[src/rtl/core/audio_jitter_ring_with_gain_unit_assert.svh]
// Assertion macros shared by the audio jitter ring RTL.
// Included by modules that carry concurrent checks; no other dependencies.
`ifndef AUDIO_JITTER_RING_WITH_GAIN_UNIT_ASSERT_SVH
`define AUDIO_JITTER_RING_WITH_GAIN_UNIT_ASSERT_SVH

// Same-cycle implication, disabled while reset is asserted
`define AJR_ASSERT_IMP(lbl, clk, rst_n, ante, cons, msg) \
    lbl: assert property (@(posedge clk) disable iff (!(rst_n)) (ante) |-> (cons)) \
        else $error(msg);

// Next-cycle implication, disabled while reset is asserted
`define AJR_ASSERT_NXT(lbl, clk, rst_n, ante, cons, msg) \
    lbl: assert property (@(posedge clk) disable iff (!(rst_n)) (ante) |=> (cons)) \
        else $error(msg);

`endif

[src/rtl/core/ajr_pkg.sv]
// Package for the audio jitter ring: widths, register indexes, item kinds,
// shared structs and the back-end state type. No dependencies.
`timescale 1ns / 1ps

package ajr_pkg;

    // Ring geometry
    localparam int RING_DEPTH = 262144;
    localparam int IDX_W      = $clog2(RING_DEPTH);
    localparam int FILL_W     = $clog2(RING_DEPTH + 1);

    // Field widths
    localparam int FUNC_W     = 2;
    localparam int BYTE_W     = 8;
    localparam int SAMPLE_W   = 16;
    localparam int LEVEL_W    = 19;
    localparam int GAIN_W     = 16;
    localparam int IDLE_W     = 16;
    localparam int MARGIN_W   = 19;
    localparam int CFG_IDX_W  = 2;
    localparam int CFG_DATA_W = 19;

    // Queue between front and back
    localparam int QDEPTH     = 2;
    localparam int QPTR_W     = $clog2(QDEPTH);
    localparam int QCNT_W     = $clog2(QDEPTH + 1);

    // Constants
    localparam logic [GAIN_W-1:0]   GAIN_RESET   = 16'd16384;
    localparam logic [GAIN_W-1:0]   GAIN_MAX     = 16'd32768;
    localparam logic [IDLE_W-1:0]   IDLE_RESET   = 16'd3000;
    localparam logic [IDLE_W-1:0]   QUIET_MAX    = 16'hFFFF;
    localparam logic [MARGIN_W-1:0] MARGIN_RESET = 19'd2048;
    localparam logic [SAMPLE_W-1:0] KEEPALIVE    = 16'd5;
    localparam int                  GAIN_SHIFT   = 14;

    // Input function codes
    localparam logic [FUNC_W-1:0] FUNC_PUSH = 2'd0;
    localparam logic [FUNC_W-1:0] FUNC_POP  = 2'd1;
    localparam logic [FUNC_W-1:0] FUNC_TICK = 2'd2;

    // Configuration register indexes
    localparam logic [CFG_IDX_W-1:0] CFG_GAIN   = 2'd0;
    localparam logic [CFG_IDX_W-1:0] CFG_IDLE   = 2'd1;
    localparam logic [CFG_IDX_W-1:0] CFG_MARGIN = 2'd2;

    typedef enum logic [1:0] {
        K_STAT,
        K_FRAME,
        K_POP
    } t_kind;

    typedef enum logic [1:0] {
        B_IDLE,
        B_WR2,
        B_READ,
        B_MUL
    } t_back_state;

    typedef struct packed {
        logic [GAIN_W-1:0]   gain_q14;
        logic [IDLE_W-1:0]   idle_limit_ms;
        logic [MARGIN_W-1:0] room_margin;
    } t_cfg;

    typedef struct packed {
        t_kind               kind;
        logic [SAMPLE_W-1:0] left;
        logic [SAMPLE_W-1:0] right;
        logic                block_end;
        logic                receiving;
    } t_entry;

endpackage

[src/rtl/core/ajr_queue.sv]
// Short FIFO of classified items between the front and back ends.
// Depends on ajr_pkg for the entry struct and depth.
`timescale 1ns / 1ps

module ajr_queue (
    input  logic            i_clk,
    input  logic            i_rst_n,
    input  logic            i_push,
    input  ajr_pkg::t_entry i_entry,
    input  logic            i_pop,
    output logic            o_valid,
    output logic            o_full,
    output ajr_pkg::t_entry o_entry
);
    import ajr_pkg::*;

    t_entry            r_slot [QDEPTH];
    logic [QPTR_W-1:0] r_wr_ptr;
    logic [QPTR_W-1:0] r_rd_ptr;
    logic [QCNT_W-1:0] r_count;

    logic do_push;
    logic do_pop;

    assign o_valid = (r_count != '0);
    assign o_full  = (r_count == QCNT_W'(QDEPTH));
    assign o_entry = r_slot[r_rd_ptr];
    assign do_push = i_push && !o_full;
    assign do_pop  = i_pop && o_valid;

    // Store pushed entries
    always_ff @(posedge i_clk) begin
        if (do_push) begin
            r_slot[r_wr_ptr] <= i_entry;
        end
    end

    // Advance pointers and occupancy
    always_ff @(posedge i_clk) begin
        if (!i_rst_n) begin
            r_wr_ptr <= '0;
            r_rd_ptr <= '0;
            r_count  <= '0;
        end else begin
            if (do_push) begin
                r_wr_ptr <= (r_wr_ptr == QPTR_W'(QDEPTH - 1)) ? '0 : r_wr_ptr + QPTR_W'(1);
            end
            if (do_pop) begin
                r_rd_ptr <= (r_rd_ptr == QPTR_W'(QDEPTH - 1)) ? '0 : r_rd_ptr + QPTR_W'(1);
            end
            if (do_push && !do_pop) begin
                r_count <= r_count + QCNT_W'(1);
            end else if (do_pop && !do_push) begin
                r_count <= r_count - QCNT_W'(1);
            end
        end
    end

endmodule

[config.mk]
export PLATFORM = sky130hd
export DESIGN_NAME = ajr_queue
export DESIGN_NICKNAME = d
export VERILOG_FILES = /design/src/rtl/core/audio_jitter_ring_with_gain_unit_assert.svh /design/src/rtl/core/ajr_pkg.sv /design/src/rtl/core/ajr_queue.sv
export SDC_FILE = /design/constraint.sdc
export NUM_CORES = 1
export LEC_CHECK = 0
export ABC_AREA = 1
export BUFFER_PORTS_ARGS = -buffer_cell sky130_fd_sc_hd__buf_4
export CELL_PAD_IN_SITES_DETAIL_PLACEMENT = 0
export CELL_PAD_IN_SITES_GLOBAL_PLACEMENT = 1
export CORE_ASPECT_RATIO = 1.2
export CORE_UTILIZATION = 39
export CTS_CLUSTER_SIZE = 40
export DETAILED_ROUTE_END_ITERATION = 8
export GPL_TIMING_DRIVEN = 0
export MAX_ROUTING_LAYER = met4
export PLACE_DENSITY = 0.75
export SYNTH_ARGS = -nofsm -noshare
export SYNTH_HDL_FRONTEND = slang
export SYNTH_SLANG_ARGS = --single-unit
[constraint.sdc]
create_clock -name i_clk -period 2.7 [get_ports i_clk]
set_clock_uncertainty 0.1 [all_clocks]
set_input_delay 0.54 -clock i_clk [delete_from_list [all_inputs] [get_ports i_clk]]
set_output_delay 0.54 -clock i_clk [all_outputs]
set_load 0.01 [all_outputs]
Word level (Yosys, flattened, before mapping) --
Memories as Yosys holds them, arrays and structs flattened. A register that Yosys moved wholly into a read port is not among the register bits. Index checks and enable logic that the tools add are counted. Widths: inputs -> output; s select.
Word-level totals: flip-flop bits (word level) 4, bits in latches 0, bits in writable memories 72, bits in read-only memories 0, bits of input ports 40, logic and storage cells 26, memories 1
Memories:
- r_slot | words 2, bits a word 36, rd ports 1, clocked after memory_dff 1, wr ports 1, RTL line ajr_queue.sv:17 | t_entry r_slot [QDEPTH];
Operators by class: add/sub/neg operators 4, multipliers 0, divide/modulo/power cells 0, order comparisons 0, eq/ne operators 1, shift-type cells 0, mux-type cells 8, bitwise operators 0, reduce and logical (&&, ||, !) cells 9
Operator list (number):
- $mux 1 | 6
- $logic_and 1x1->1 | 4
- $mux 2 | 2
- $reduce_bool 2->1 | 2
- $logic_not 1->1 | 3
- $add 1x1->1 const B | 2
- $add 2x1->2 const B | 1
- $eq 2x2->1 const B | 1
- $sub 2x1->2 const B | 1

Logic depth before layout (Yosys ltp) --
depth after elaboration 7, mapped depth 10, depth with buffers taken out 10

Worst setup path before layout --
OpenSTA, ideal clock, no wires.
kind input to register, start input port i_push, end memory r_slot[1][0] (netlist bit), enable pin, setup time 429 ps, data arrival time 2126 ps, required time 2171 ps, setup slack 45 ps, stages on the path 2, path buffers 0, path through o21ai_2 nor2_1
Between the ends: word-level cells in the longest chain between the ends 3
Ends and longest elaborated chain:
- from (decl) | RTL line ajr_queue.sv:8 | input logic i_push,
- $logic_and 1x1->1 | RTL line ajr_queue.sv:28 | assign do_push = i_push && !o_full;
- $mux 1 | RTL line ajr_queue.sv:33 | if (do_push) begin
- $mux 1 (implied by the code) | RTL line ajr_queue.sv:34 | r_slot[r_wr_ptr] <= i_entry;
- to (decl) | RTL line ajr_queue.sv:17
No other way between the ends.

==> flow_summary_export.csv <==
group,metric,value,unit
floorplan,die_area,8040,um^2
timing,rsz0062_at_grt,"no",
critical_path,arrival,1.46,ns
power_and_ir_drop,power_frac_clock,0.246,
floorplan,die_x,82.0,um
clock_tree,cts_tree,"yes",
routing,drc_errors,0,
clock_tree,ctsResizeCount,0,
routing,antenna_left,0,
critical_path,r2r_end,"r_slot[1][16]$_DFFE_PP_",
floorplan,start_util,0.407,
routing,routedWlPerCell,14.5,um
power_and_ir_drop,ir_worst_vdd,0.450,mV
global_route,grt_max_degree,24,
critical_path,cp.required,2.06,ns
global_route,grt_overflow,0,
cells_and_area,mostFrequentLayoutCell,"buf_4",
routing,drtPass1Iterations,4,
routing,viasPerCell,4.58,
critical_path,r2r_slack,1.03,ns
timing,period_share,0.776,
cells_and_area,drive_gt1_frac,0.566,
cells_and_area,nets,280,
timing,slew_violations,0,
clock_tree,post_cts_buffers,0,
timing,max_slew_margin,0.647,
cells_and_area,n_antenna_cell,0,
clock_tree,cts_buffers,9,
critical_path,rr_startpoint,"r_count[1]$_SDFFE_PN0P_",
critical_path,reg2reg_depth,4,
timing,setup_slack,0.604,ns
synthesis,muxShareOfSynthArea,0.173,
power_and_ir_drop,leakage,1.56,nW
cells_and_area,syn_to_final_growth,32.1,%
power_and_ir_drop,swShare,0.271,
clock_tree,clockBufferDepth,2,
critical_path,start_kind,"flop",
synthesis,synth_xor_area_frac,0,
place,io_buffers,77,
floorplan,rows,34,
job,maxCapViolCount,0,
clock_tree,htreeDepth,3,
clock_tree,clock_sinks,77,
timing,tightest_slew,0.528,ns
synthesis,synth-seq-cells,77,
clock_tree,worstSkewPairLatency,0.34,ns
critical_path,crit_chain,"buf_6 > buf_12 > mux2_4 > buf_4",
timing,finalSetupViolations,0,
clock_tree,clk_pin_slew,0.08,ns
clock_tree,ctsHoldBuffers,0,
hold_path,holdPathStages,1,
synthesis,synth_simple_gate_area_frac,0.0238,
global_route,grt_pass1_vias,1611,
timing,period_minus_slack,2.10,ns
critical_path,worstSetupPathType,"reg -> out",
hold_path,min_from,"i_entry[25]",
power_and_ir_drop,power_frac_comb,0.305,
place,pre_cts_ws,0.858,ns
synthesis,synthDistinctLibCells,16,
hold_path,hp-class,"in -> reg",
place,gp_congestion,0.717,
critical_path,max_stage_delay,0.33,ns
floorplan,coreArea,7360,um^2
timing,max_freq,477,MHz
synthesis,yosysSeqAreaShare,0.755,
power_and_ir_drop,p_int,0.00253,W
synthesis,synth_top_family_by_area,"multiplexers",
run_status,outcome,"finished clean",
power_and_ir_drop,total_power,0.00348,W
global_route,grt_use_total,0.137,
synthesis,syn-cell-area,3000,um^2
global_route,antenna_found_initial,0,
power_and_ir_drop,powerDensity,878,nW/um^2
routing,detail_route.iter0.violations,94,
cells_and_area,fillers,607,
synthesis,synth_compound_area_frac,0.0104,
critical_path,end_kind,"output pin",
timing,hold_viol,0,
synthesis,synth_adder_area_share,0.00418,
place,dp_hpwl,3390,um
routing,vias,1530,
cells_and_area,most-common-layout-cells,"77 x buf_4, 72 x edfxtp_1, 30 x mux2_4, 9 x clkbuf_8, 8 x inv_1",
synthesis,netlist_instances,149,
power_and_ir_drop,p_seq_frac,0.449,
power_and_ir_drop,p_sw,0.000944,W
hold_path,holdPathEnd,"r_slot[1][25]$_DFFE_PP_",
synthesis,syn_area_per_cell,20.1,um^2
floorplan,die_y,98.0,um
synthesis,synth_nets,190,
synthesis,yosysWarnings,0,
floorplan,io_pins,78,
routing,drt-total-wl,4850,um
clock_tree,cts_root_buf,"clkbuf_8",
global_route,grt_pass1_wl,7590,um
critical_path,crit_path_max_fanout,10,
critical_path,cpMaxStageDelayCell,"dfxtp_1",
==> critical path: cells and delay by family (launching register included) <==
family | cells | cell delay [ns]
muxes | 1 | 0.31
DFF | 1 | 0.33
buffers and inverters | 3 | 0.47
==> worst max-delay path by stage <==
stage                 from                 endpoint  slack (ns)  depth (start not counted)
finish                flop               o_entry[6]        0.60                          4
global route          flop              o_entry[34]        0.54                          4
CTS                   flop               o_entry[6]        0.57                          4
detailed placement  i_push   r_slot[1][1]$_DFFE_PP_        0.86                          4
global placement    i_push  r_slot[1][28]$_DFFE_PP_       -0.96                          3
floorplan           i_push   r_slot[1][0]$_DFFE_PP_        0.04                          2
==> Yosys cell counts <==
| cell type | n | share of area |
|---|---|---|
| o21ai_0 | 2 | 0.0033 |
| mux2_4 | 30 | 0.15 |
| ha_1 | 1 | 0.0042 |
| buf_6 | 1 | 0.0038 |
| o21ai_2 | 1 | 0.0029 |
| mux2_2 | 6 | 0.023 |
| buf_12 | 3 | 0.020 |
| edfxtp_1 | 72 | 0.72 |
| nand2_1 | 7 | 0.0088 |
| inv_1 | 8 | 0.010 |
| o21a_1 | 1 | 0.0025 |
| nand3_1 | 1 | 0.0017 |
| dfxtp_1 | 5 | 0.033 |
| nor2_1 | 9 | 0.011 |
| nand4_1 | 1 | 0.0021 |
| a21oi_1 | 1 | 0.0017 |
==> routing by layer <==
layer	vias to the layer above	routed length [um]	share of wire	global-route usage
met5	-	0	0	-
met4	0	180	0.037	0.0958
met3	16	256	0.053	0.0318
met2	54	2480	0.51	0.217
met1	722	1940	0.40	0.146
li1	738	-	-	-
==> stage by stage <==
stage | cells | hold WS, ns | util | area, um^2 | setup TNS (ns)
after floorplan | 149 | 0.367 | - | 3000 | 0
after global placement | 316 | 0.379 | 0.501 | 3690 | -69.11
after global routing | 334 | 0.253 | 0.538 | 3960 | 0
after CTS | 334 | 0.253 | 0.538 | 3960 | 0
final | 334 | 0.273 | 0.538 | 3960 | 0
after detailed placement | 318 | 0.392 | 0.511 | 3760 | 0
==> state kept, by name, indices dropped and copies added (netlist names), named ones only <==
signal	count
r_slot	72
r_count	2
r_wr_ptr	1
r_rd_ptr	1
==> power groups by stage <==
stage          clock [W]  combinational (W)  sequential (W)
2_1_floorplan          0           0.000643         0.00158
3_3_place_gp           0            0.00102         0.00159
3_5_place_dp           0            0.00108         0.00159
4_1_cts         0.000882            0.00109         0.00156
5_1_grt         0.000930            0.00116         0.00158
6_report        0.000855            0.00106         0.00156
==> kinds of logic (layout without fill, tap and decap cells) <==
kind of cell,Yosys count,after routing
AOI/OAI and AO/OA,5,5
adders and majority gates,1,1
buffers and inverters,12,107
DFF,77,77
muxes,36,36
and+or+nand+nor,18,18
==> layout make-up <==
| class | instances | area (um^2) | share of cell area |
|---|---|---|---|
| plain buffers | 4 | 71.3 | 0.0180 |
| inverters | 8 | 30.0 | 0.00759 |
| clock buffers | 9 | 124 | 0.0313 |
| multi-input cells | 60 | 648 | 0.164 |
| flip-flops and latches | 77 | 2260 | 0.572 |
| well taps | 90 | 113 | 0.0285 |
| repair buffers | 79 | 633 | 0.160 |
| clock inverters | 7 | 76.3 | 0.0193 |
No activity file was read; power rests on OpenSTA's default activity.
