`src/rtl/core/audio_jitter_ring_with_gain_unit_assert.svh`:
```
// Assertion macros shared by the audio jitter ring RTL.
// Included by modules that carry concurrent checks; no other dependencies.
`ifndef AUDIO_JITTER_RING_WITH_GAIN_UNIT_ASSERT_SVH
`define AUDIO_JITTER_RING_WITH_GAIN_UNIT_ASSERT_SVH

// Same-cycle implication, disabled while reset is asserted
`define AJR_ASSERT_IMP(lbl, clk, rst_n, ante, cons, msg) \
    lbl: assert property (@(posedge clk) disable iff (!(rst_n)) (ante) |-> (cons)) \
        else $error(msg);

// Next-cycle implication, disabled while reset is asserted
`define AJR_ASSERT_NXT(lbl, clk, rst_n, ante, cons, msg) \
    lbl: assert property (@(posedge clk) disable iff (!(rst_n)) (ante) |=> (cons)) \
        else $error(msg);

`endif

```
`src/rtl/core/ajr_pkg.sv`:
```
// Package for the audio jitter ring: widths, register indexes, item kinds,
// shared structs and the back-end state type. No dependencies.
`timescale 1ns / 1ps

package ajr_pkg;

    // Ring geometry
    localparam int RING_DEPTH = 262144;
    localparam int IDX_W      = $clog2(RING_DEPTH);
    localparam int FILL_W     = $clog2(RING_DEPTH + 1);

    // Field widths
    localparam int FUNC_W     = 2;
    localparam int BYTE_W     = 8;
    localparam int SAMPLE_W   = 16;
    localparam int LEVEL_W    = 19;
    localparam int GAIN_W     = 16;
    localparam int IDLE_W     = 16;
    localparam int MARGIN_W   = 19;
    localparam int CFG_IDX_W  = 2;
    localparam int CFG_DATA_W = 19;

    // Queue between front and back
    localparam int QDEPTH     = 2;
    localparam int QPTR_W     = $clog2(QDEPTH);
    localparam int QCNT_W     = $clog2(QDEPTH + 1);

    // Constants
    localparam logic [GAIN_W-1:0]   GAIN_RESET   = 16'd16384;
    localparam logic [GAIN_W-1:0]   GAIN_MAX     = 16'd32768;
    localparam logic [IDLE_W-1:0]   IDLE_RESET   = 16'd3000;
    localparam logic [IDLE_W-1:0]   QUIET_MAX    = 16'hFFFF;
    localparam logic [MARGIN_W-1:0] MARGIN_RESET = 19'd2048;
    localparam logic [SAMPLE_W-1:0] KEEPALIVE    = 16'd5;
    localparam int                  GAIN_SHIFT   = 14;

    // Input function codes
    localparam logic [FUNC_W-1:0] FUNC_PUSH = 2'd0;
    localparam logic [FUNC_W-1:0] FUNC_POP  = 2'd1;
    localparam logic [FUNC_W-1:0] FUNC_TICK = 2'd2;

    // Configuration register indexes
    localparam logic [CFG_IDX_W-1:0] CFG_GAIN   = 2'd0;
    localparam logic [CFG_IDX_W-1:0] CFG_IDLE   = 2'd1;
    localparam logic [CFG_IDX_W-1:0] CFG_MARGIN = 2'd2;

    typedef enum logic [1:0] {
        K_STAT,
        K_FRAME,
        K_POP
    } t_kind;

    typedef enum logic [1:0] {
        B_IDLE,
        B_WR2,
        B_READ,
        B_MUL
    } t_back_state;

    typedef struct packed {
        logic [GAIN_W-1:0]   gain_q14;
        logic [IDLE_W-1:0]   idle_limit_ms;
        logic [MARGIN_W-1:0] room_margin;
    } t_cfg;

    typedef struct packed {
        t_kind               kind;
        logic [SAMPLE_W-1:0] left;
        logic [SAMPLE_W-1:0] right;
        logic                block_end;
        logic                receiving;
    } t_entry;

endpackage

```
`src/rtl/core/ajr_in_if.sv`:
```
// Input channel interface: valid/ready handshake with the item fields.
// Depends on ajr_pkg for field widths.
`timescale 1ns / 1ps

interface ajr_in_if;
    import ajr_pkg::*;

    logic              valid;
    logic              ready;
    logic [FUNC_W-1:0] func;
    logic [BYTE_W-1:0] data_byte;
    logic              block_end;

    modport source (output valid, output func, output data_byte, output block_end,
                    input ready);
    modport sink   (input valid, input func, input data_byte, input block_end,
                    output ready);
endinterface

```
`src/rtl/core/ajr_front.sv`:
```
// Front end: accepts items, assembles stereo frames from bytes, tracks idle time.
// Depends on ajr_pkg and ajr_in_if; feeds ajr_queue.
`timescale 1ns / 1ps

module ajr_front (
    input  logic            i_clk,
    input  logic            i_rst_n,
    input  ajr_pkg::t_cfg   i_cfg,
    ajr_in_if.sink          i_in,
    input  logic            i_q_full,
    output logic            o_q_push,
    output ajr_pkg::t_entry o_q_entry
);
    import ajr_pkg::*;

    logic [23:0]       r_held;
    logic [1:0]        r_held_cnt;
    logic [IDLE_W-1:0] r_quiet;
    logic              r_recv;

    logic [23:0]       n_held;
    logic [1:0]        n_held_cnt;
    logic [IDLE_W-1:0] n_quiet;
    logic              n_recv;
    logic              accept;

    assign i_in.ready = !i_q_full;
    assign accept     = i_in.valid && !i_q_full;
    assign o_q_push   = accept;

    // Classify the item and compute the front state after it
    always_comb begin
        n_held               = r_held;
        n_held_cnt           = r_held_cnt;
        n_quiet              = r_quiet;
        n_recv               = r_recv;
        o_q_entry.kind       = K_STAT;
        o_q_entry.left       = r_held[15:0];
        o_q_entry.right      = {i_in.data_byte, r_held[23:16]};
        o_q_entry.block_end  = i_in.block_end;
        case (i_in.func)
            FUNC_PUSH: begin
                case (r_held_cnt)
                    2'd0: n_held[7:0]   = i_in.data_byte;
                    2'd1: n_held[15:8]  = i_in.data_byte;
                    2'd2: n_held[23:16] = i_in.data_byte;
                    default: begin
                        o_q_entry.kind = K_FRAME;
                        n_held         = '0;
                    end
                endcase
                n_held_cnt = (r_held_cnt == 2'd3) ? 2'd0 : r_held_cnt + 2'd1;
                n_quiet    = '0;
                n_recv     = 1'b1;
            end
            FUNC_POP: begin
                o_q_entry.kind = K_POP;
            end
            FUNC_TICK: begin
                if (r_quiet != QUIET_MAX) begin
                    n_quiet = r_quiet + IDLE_W'(1);
                end
                if (r_recv && (n_quiet > i_cfg.idle_limit_ms)) begin
                    n_recv = 1'b0;
                end
            end
            default: begin
                o_q_entry.kind = K_STAT;
            end
        endcase
        o_q_entry.receiving = n_recv;
    end

    // Advance front state on each accepted transaction
    always_ff @(posedge i_clk) begin
        if (!i_rst_n) begin
            r_held     <= '0;
            r_held_cnt <= '0;
            r_quiet    <= '0;
            r_recv     <= 1'b0;
        end else if (accept) begin
            r_held     <= n_held;
            r_held_cnt <= n_held_cnt;
            r_quiet    <= n_quiet;
            r_recv     <= n_recv;
        end
    end

endmodule

```
`src/flat_wrapper.sv`:
```
// flat-port wrapper written by rule: the top's interface ports become plain ports
module ajr_front_flat import ajr_pkg::*;
  (i_clk, i_rst_n, i_cfg, i_q_full, o_q_push, o_q_entry, i_in_valid, i_in_func, i_in_data_byte, i_in_block_end, i_in_ready);
  ajr_in_if i_in_i ();
  input  logic i_clk;
  input  logic i_rst_n;
  input  ajr_pkg::t_cfg i_cfg;
  input  logic i_q_full;
  output logic o_q_push;
  output ajr_pkg::t_entry o_q_entry;
  input wire logic [$bits(i_in_i.valid)-1:0] i_in_valid;
  input wire logic [$bits(i_in_i.func)-1:0] i_in_func;
  input wire logic [$bits(i_in_i.data_byte)-1:0] i_in_data_byte;
  input wire logic [$bits(i_in_i.block_end)-1:0] i_in_block_end;
  output wire logic [$bits(i_in_i.ready)-1:0] i_in_ready;
  assign i_in_i.valid = i_in_valid;
  assign i_in_i.func = i_in_func;
  assign i_in_i.data_byte = i_in_data_byte;
  assign i_in_i.block_end = i_in_block_end;
  assign i_in_ready = i_in_i.ready;
  ajr_front u_core (.i_clk(i_clk), .i_rst_n(i_rst_n), .i_cfg(i_cfg), .i_in(i_in_i), .i_q_full(i_q_full), .o_q_push(o_q_push), .o_q_entry(o_q_entry));
endmodule
```
`config.mk`:
```
export PLATFORM = sky130hd
export DESIGN_NAME = ajr_front_flat
export DESIGN_NICKNAME = d
export VERILOG_FILES = /design/src/rtl/core/audio_jitter_ring_with_gain_unit_assert.svh /design/src/rtl/core/ajr_pkg.sv /design/src/rtl/core/ajr_in_if.sv /design/src/rtl/core/ajr_front.sv /design/src/flat_wrapper.sv
export SDC_FILE = /design/constraint.sdc
export NUM_CORES = 1
export LEC_CHECK = 0
export BUFFER_PORTS_ARGS = -buffer_cell sky130_fd_sc_hd__buf_4
export CAP_MARGIN = 10
export CORE_ASPECT_RATIO = 0.9
export CORE_MARGIN = 10
export CORE_UTILIZATION = 30
export DETAILED_ROUTE_END_ITERATION = 8
export PLACE_DENSITY = 0.52
export SLEW_MARGIN = 20
export SYNTH_ARGS = -nofsm -noshare
export SYNTH_HDL_FRONTEND = slang
export SYNTH_SLANG_ARGS = --single-unit
```
`constraint.sdc`:
```
create_clock -name i_clk -period 5.1 [get_ports i_clk]
set_input_delay 1.02 -clock i_clk [delete_from_list [all_inputs] [get_ports i_clk]]
set_output_delay 1.02 -clock i_clk [all_outputs]
set_load 0.01 [all_outputs]
```
After elaboration in Yosys (flattened, before gate mapping). Index checks and enable logic that the tools add are counted.

Memories kept: 0. Input bits: 66. Bits in registers: 43. Bits in latches: 0. ROM bits: 0. RAM bits: 0.

$lt $le $gt $ge: 1. Mux-type cells: 11. Divide/modulo/power cells: 0. Add/subtract/negate cells: 2. Reduce and logical (&&, ||, !) cells: 15. Bitwise gates (word level): 3. $mul: 0. Shift-type cells: 0. Equal/unequal tests: 6.

Operators by type and width (count): case mux 8 bit (2 select lines) (3); 2-to-1 mux 16 bit (2); case mux 16 bit (2 select lines) (1); adder 16 x 1 -> 16 bit, second input constant (1); > comparator 16 bit (1); inequality test 16 bit, second input constant (1); AND reduction 3 bit (3); == test 2 bit, second input constant (3); OR reduction 2 bit (3); == test 2 x 1 -> 1 bit, second input constant (2); zero test 2 bit (2); case mux 2 bit (2 select lines) (1); AND reduction 2 bit (2); NOT 1 bit (3); OR reduction 3 bit (1); adder 2 x 1 -> 2 bit, second input constant (1); logical AND 1 bit (2); 2-to-1 mux 1 bit (2); 2-to-1 mux 2 bit (1); case mux 1 bit (2 select lines) (1); nonzero test 2 bit (1); zero test 1 bit (1).

Depth between registers and ports, before layout.
Depth in word-level cells: 7. Gate-level depth with buffers: 14. Gate-level depth less buffers: 12.

Least setup slack after synthesis. No wires, ideal clock.

Path kind: flip-flop to output port. Start: reg u_core.r_quiet[0]. End: out o_q_entry[0] (netlist name). Cell stages (with the launch flop): 13. Buffers on the path: 1. Arrival time: 3.153 ns. Slack: 0.927 ns. Path through: dfxtp_1 -> ha_1 -> nand3_4 -> or3_4 -> or3_1 -> mux2_4 -> ha_1 -> nand4_1 -> nor3_1 -> a21boi_0 -> or4_1 -> a21oi_1 -> buf_4.

Cells in the longest elaborated chain, start to end: 7.

Ends and longest elaborated chain: start, declared (RTL line ajr_front.sv:18) `logic [IDLE_W-1:0] r_quiet;`; start signal, assigned (RTL line ajr_front.sv:84) `r_quiet <= n_quiet;`; adder 16 x 1 -> 16 bit or inequality test 16 bit (tied branches) (RTL line ajr_front.sv:61, ajr_front.sv:60); 2-to-1 mux 16 bit (*) (RTL line ajr_front.sv:60) `if (r_quiet != QUIET_MAX) begin`; 2-to-1 mux 16 bit (*) (RTL line ajr_front.sv:41) `case (i_in.func)`; > comparator 16 bit (*) (RTL line ajr_front.sv:63) `if (r_recv && (n_quiet > i_cfg.idle_limit_ms)) begin`; logical AND 1 bit (*) (RTL line ajr_front.sv:63); 2-to-1 mux 1 bit (*) (RTL line ajr_front.sv:63); case mux 1 bit (2 select lines) (*) (RTL line ajr_front.sv:41); end, declared (RTL line flat_wrapper.sv:10) `output ajr_pkg::t_entry o_q_entry;`.

Mark *: on every way between the ends. The rest lies on a longest branch, timed or not. The select of a mux whose other input is x is not followed.

==> results.cfg <==
[global_route]
grt_pass1_wl_um = 12200
grt_pass1_vias = 2335
grt_max_degree = 37
grt_overflow = 0
track_usage_pct = 11.1
antenna_found_initial = 0

[finish]
regArea_um2 = 861
layout_common_cells = 72 x buf_4, 52 x nand2_1, 46 x a21oi_1
fin_nets = 495
fillers = 928
multi_input_area_mm2 = 0.00161
drive_above_1_share_pct = 22.1
syn2layout_area_growth_pct = 23.8
n_antenna_cell = 0
mostFrequentLayoutCell = buf_4

[pwr]
combPwrFrac_pct = 11.6
seqPwrFrac_pct = 53.9
vdd_ir_drop_max_mv = 0.102
p_int_mw = 0.466
p_clk_share_pct = 34.5
p_switching_mw = 0.163
powerDensity_mw_per_mm2 = 190
switching_share_pct = 25.9
total_power_mw = 0.629
power.leakage_nw = 1.37

[synthesis]
synth_top_area_share_pct = 32.1
ys.warnings.count = 0
yosysSeqAreaShare_pct = 32.1
ys_top_cells_by_area = dfxtp_1 32%, ha_1 10%, a21oi_1 8.6%
synth-edff-count = 0
async_flop_share_pct = 0
syn_area_mm2 = 0.00268
yosysUniqueCellTypes = 48
synthCells = 356
yosysTopAreaCell = dfxtp_1
syn_avg_cell_area_um2 = 7.53
syn-num-nets = 444
ys_ff_latch = 43
synth_top_flop_cell = dfxtp_1

[worst_setup_path]
cp_num_buf_inv = 1
crit_family = simple AND/OR/NAND/NOR gates
cp_cell_sequence = ha_2 > nand3_4 > or3_4 > or3_1 > mux2_4 > ha_1 > nand4_1 > nor3_2 > a21boi_0 > or4_4 > a21oi_1 > buf_4
worstPathArrival_ps = 3820
worst_path_largest_cell_delay_ps = 580
startpoint_type = flop
critPathMaxFanout = 6
crit_path_end_kind = output port
crit_type = flop to output port
cp_slowest_cell = or4_4
required_ps = 4080

[sta]
rsz0062_at_grt = false
relSlewSlack_pct = 29.8
fin_skew_ps = 6.54
setup_viol = 0
setup-tns-final_ps = 0
post-route-min-period_ps = 4840
finalHoldViolCount = 0
fin_crit_sh_pct = 94.9
slew_viol_final = 0
hold_ws_ps = 454
worst_pin_slew_ps = 1050
fmax_ghz = 0.207

[clock_network]
cts.clk_slew.worst_paths_ps = 80
post_cts.repair.setup_buffers = 0
htree_levels = 2
clock_latency_ps = 290
cts-root-buf = clkbuf_8
cts_buffers = 5
cts_num_sinks = 43
cts_tree = done
clk_path_buf_depth = 2

[routing]
drt_iter0_drc = 169
dr.pass1.iters = 5
vias = 2602
vias_per_cell = 4.94
avgRoutedWirePerCell_um = 14.6
post-route-drc-count = 0
routed_wirelength_um = 7670
antenna_left = 0

[floorplanning]
die-area_mm2 = 0.0131
die_w_um = 120
io-pin-count = 104
dieHeight_um = 110
core_area_mm2 = 0.00865
rows = 32
start_util_pct = 31.0

[placement]
dp_hpwl_um = 5890
gp_congestion = 0.800
port-buffer-count = 66

[run]
cap_viol_max_count = 0

[min_path]
hp-class = flop to flop

[run_status]
outcome = complete, no violations
path summary, 6_finish.rpt:
kind,startpoint,endpoint,slack [ps],cells past startpoint
max,u_core.r_quiet[0]$_SDFFE_PN0P_,o_q_entry[0],260,12
min,u_core.r_held[16]$_SDFFE_PN0P_,u_core.r_held[16]$_SDFFE_PN0P_,450,2
max reg2reg,u_core.r_quiet[0]$_SDFFE_PN0P_,u_core.r_recv$_SDFFE_PN0P_,1650,11
min reg2reg,u_core.r_held[16]$_SDFFE_PN0P_,u_core.r_held[16]$_SDFFE_PN0P_,450,2
cells in the mapped netlist, types with 2 or more instances:
| library cell | count |
|---|---|
| dfxtp_1 | 43 |
| nor3_1 | 6 |
| inv_1 | 20 |
| buf_2 | 2 |
| nor2_1 | 19 |
| nand4_1 | 6 |
| nand2b_1 | 4 |
| nor4_1 | 4 |
| or3_1 | 4 |
| a21o_1 | 5 |
| o21ai_0 | 10 |
| xnor2_1 | 5 |
| a211oi_1 | 3 |
| o211ai_1 | 3 |
| clkbuf_2 | 2 |
| clkbuf_1 | 13 |
| nand3_1 | 39 |
| a31oi_1 | 2 |
| or4_1 | 4 |
| o22ai_1 | 2 |
| nand2_1 | 52 |
| a32o_1 | 2 |
| nor2b_1 | 3 |
| xor2_1 | 4 |
| ha_1 | 22 |
| buf_4 | 10 |
| a21oi_1 | 46 |
state kept, by name (all words and copies together) (netlist names):
name,cells
u_core.r_recv,1
u_core.r_quiet,16
u_core.r_held,24
u_core.r_held_cnt,2
final cells by class:
cell class | instances | share of cell area, %
sequential | 43 | 25.9
timing repair buffer | 72 | 16.3
clock inverter | 2 | 0.377
clock buffer | 6 | 2.19
inverter | 21 | 2.37
tap | 119 | 4.49
multi-input combinational | 264 | 48.4
per-stage QoR:
step | worst slack, ps | util [%] | std cells | instance area (um^2)
floorplan | 927 | - | 356 | 2680
global placement | 423 | 37.3 | 519 | 3220
detailed placement | 396 | 37.3 | 519 | 3220
CTS | 65.9 | 38.3 | 527 | 3310
global route | 62.0 | 38.4 | 527 | 3320
finish | 260 | 38.4 | 527 | 3320
per-layer routing:
layer	up-vias	global-route usage, %	wire length (um)
met5	-	0	0
met4	0	3.10	87
met3	5	2.10	479
met2	67	15.7	3410
met1	1194	16.4	3700
li1	1336	-	-
worst reg2reg max path: stages, from the launching register on:
cell and delay, ps:
dfxtp_1 420, ha_2 280, nand3_4 110, or3_4 450, or3_1 350, mux2_4 320
ha_1 300, nand4_1 160, nor3_2 330, a21boi_0 350, or4_4 220, a21oi_1 60
cell families after synthesis:
group	share of synthesized area, %
and+or+nand+nor	27.5
AOI/OAI and AO/OA	17.8
buffers and inverters	8.45
DFF	32.1
adders and majority gates	10.3
xor gates and xnor gates	2.94
muxes	0.980
power by group through the flow:
stage / sequential [mW] / clock (mW) / combinational, mW
6_report: 0.339 / 0.217 / 0.0729
5_1_grt: 0.340 / 0.238 / 0.0807
4_1_cts: 0.339 / 0.225 / 0.0738
3_5_place_dp: 0.347 / 0 / 0.0735
3_3_place_gp: 0.347 / 0 / 0.0728
2_1_floorplan: 0.348 / 0 / 0.0385
repair_timing:
item                       CTS  global route
setup endpoints to repair    0             1
gates resized for setup      0             3
hold buffers                 0             0
Power figures use the tool's default switching activity.
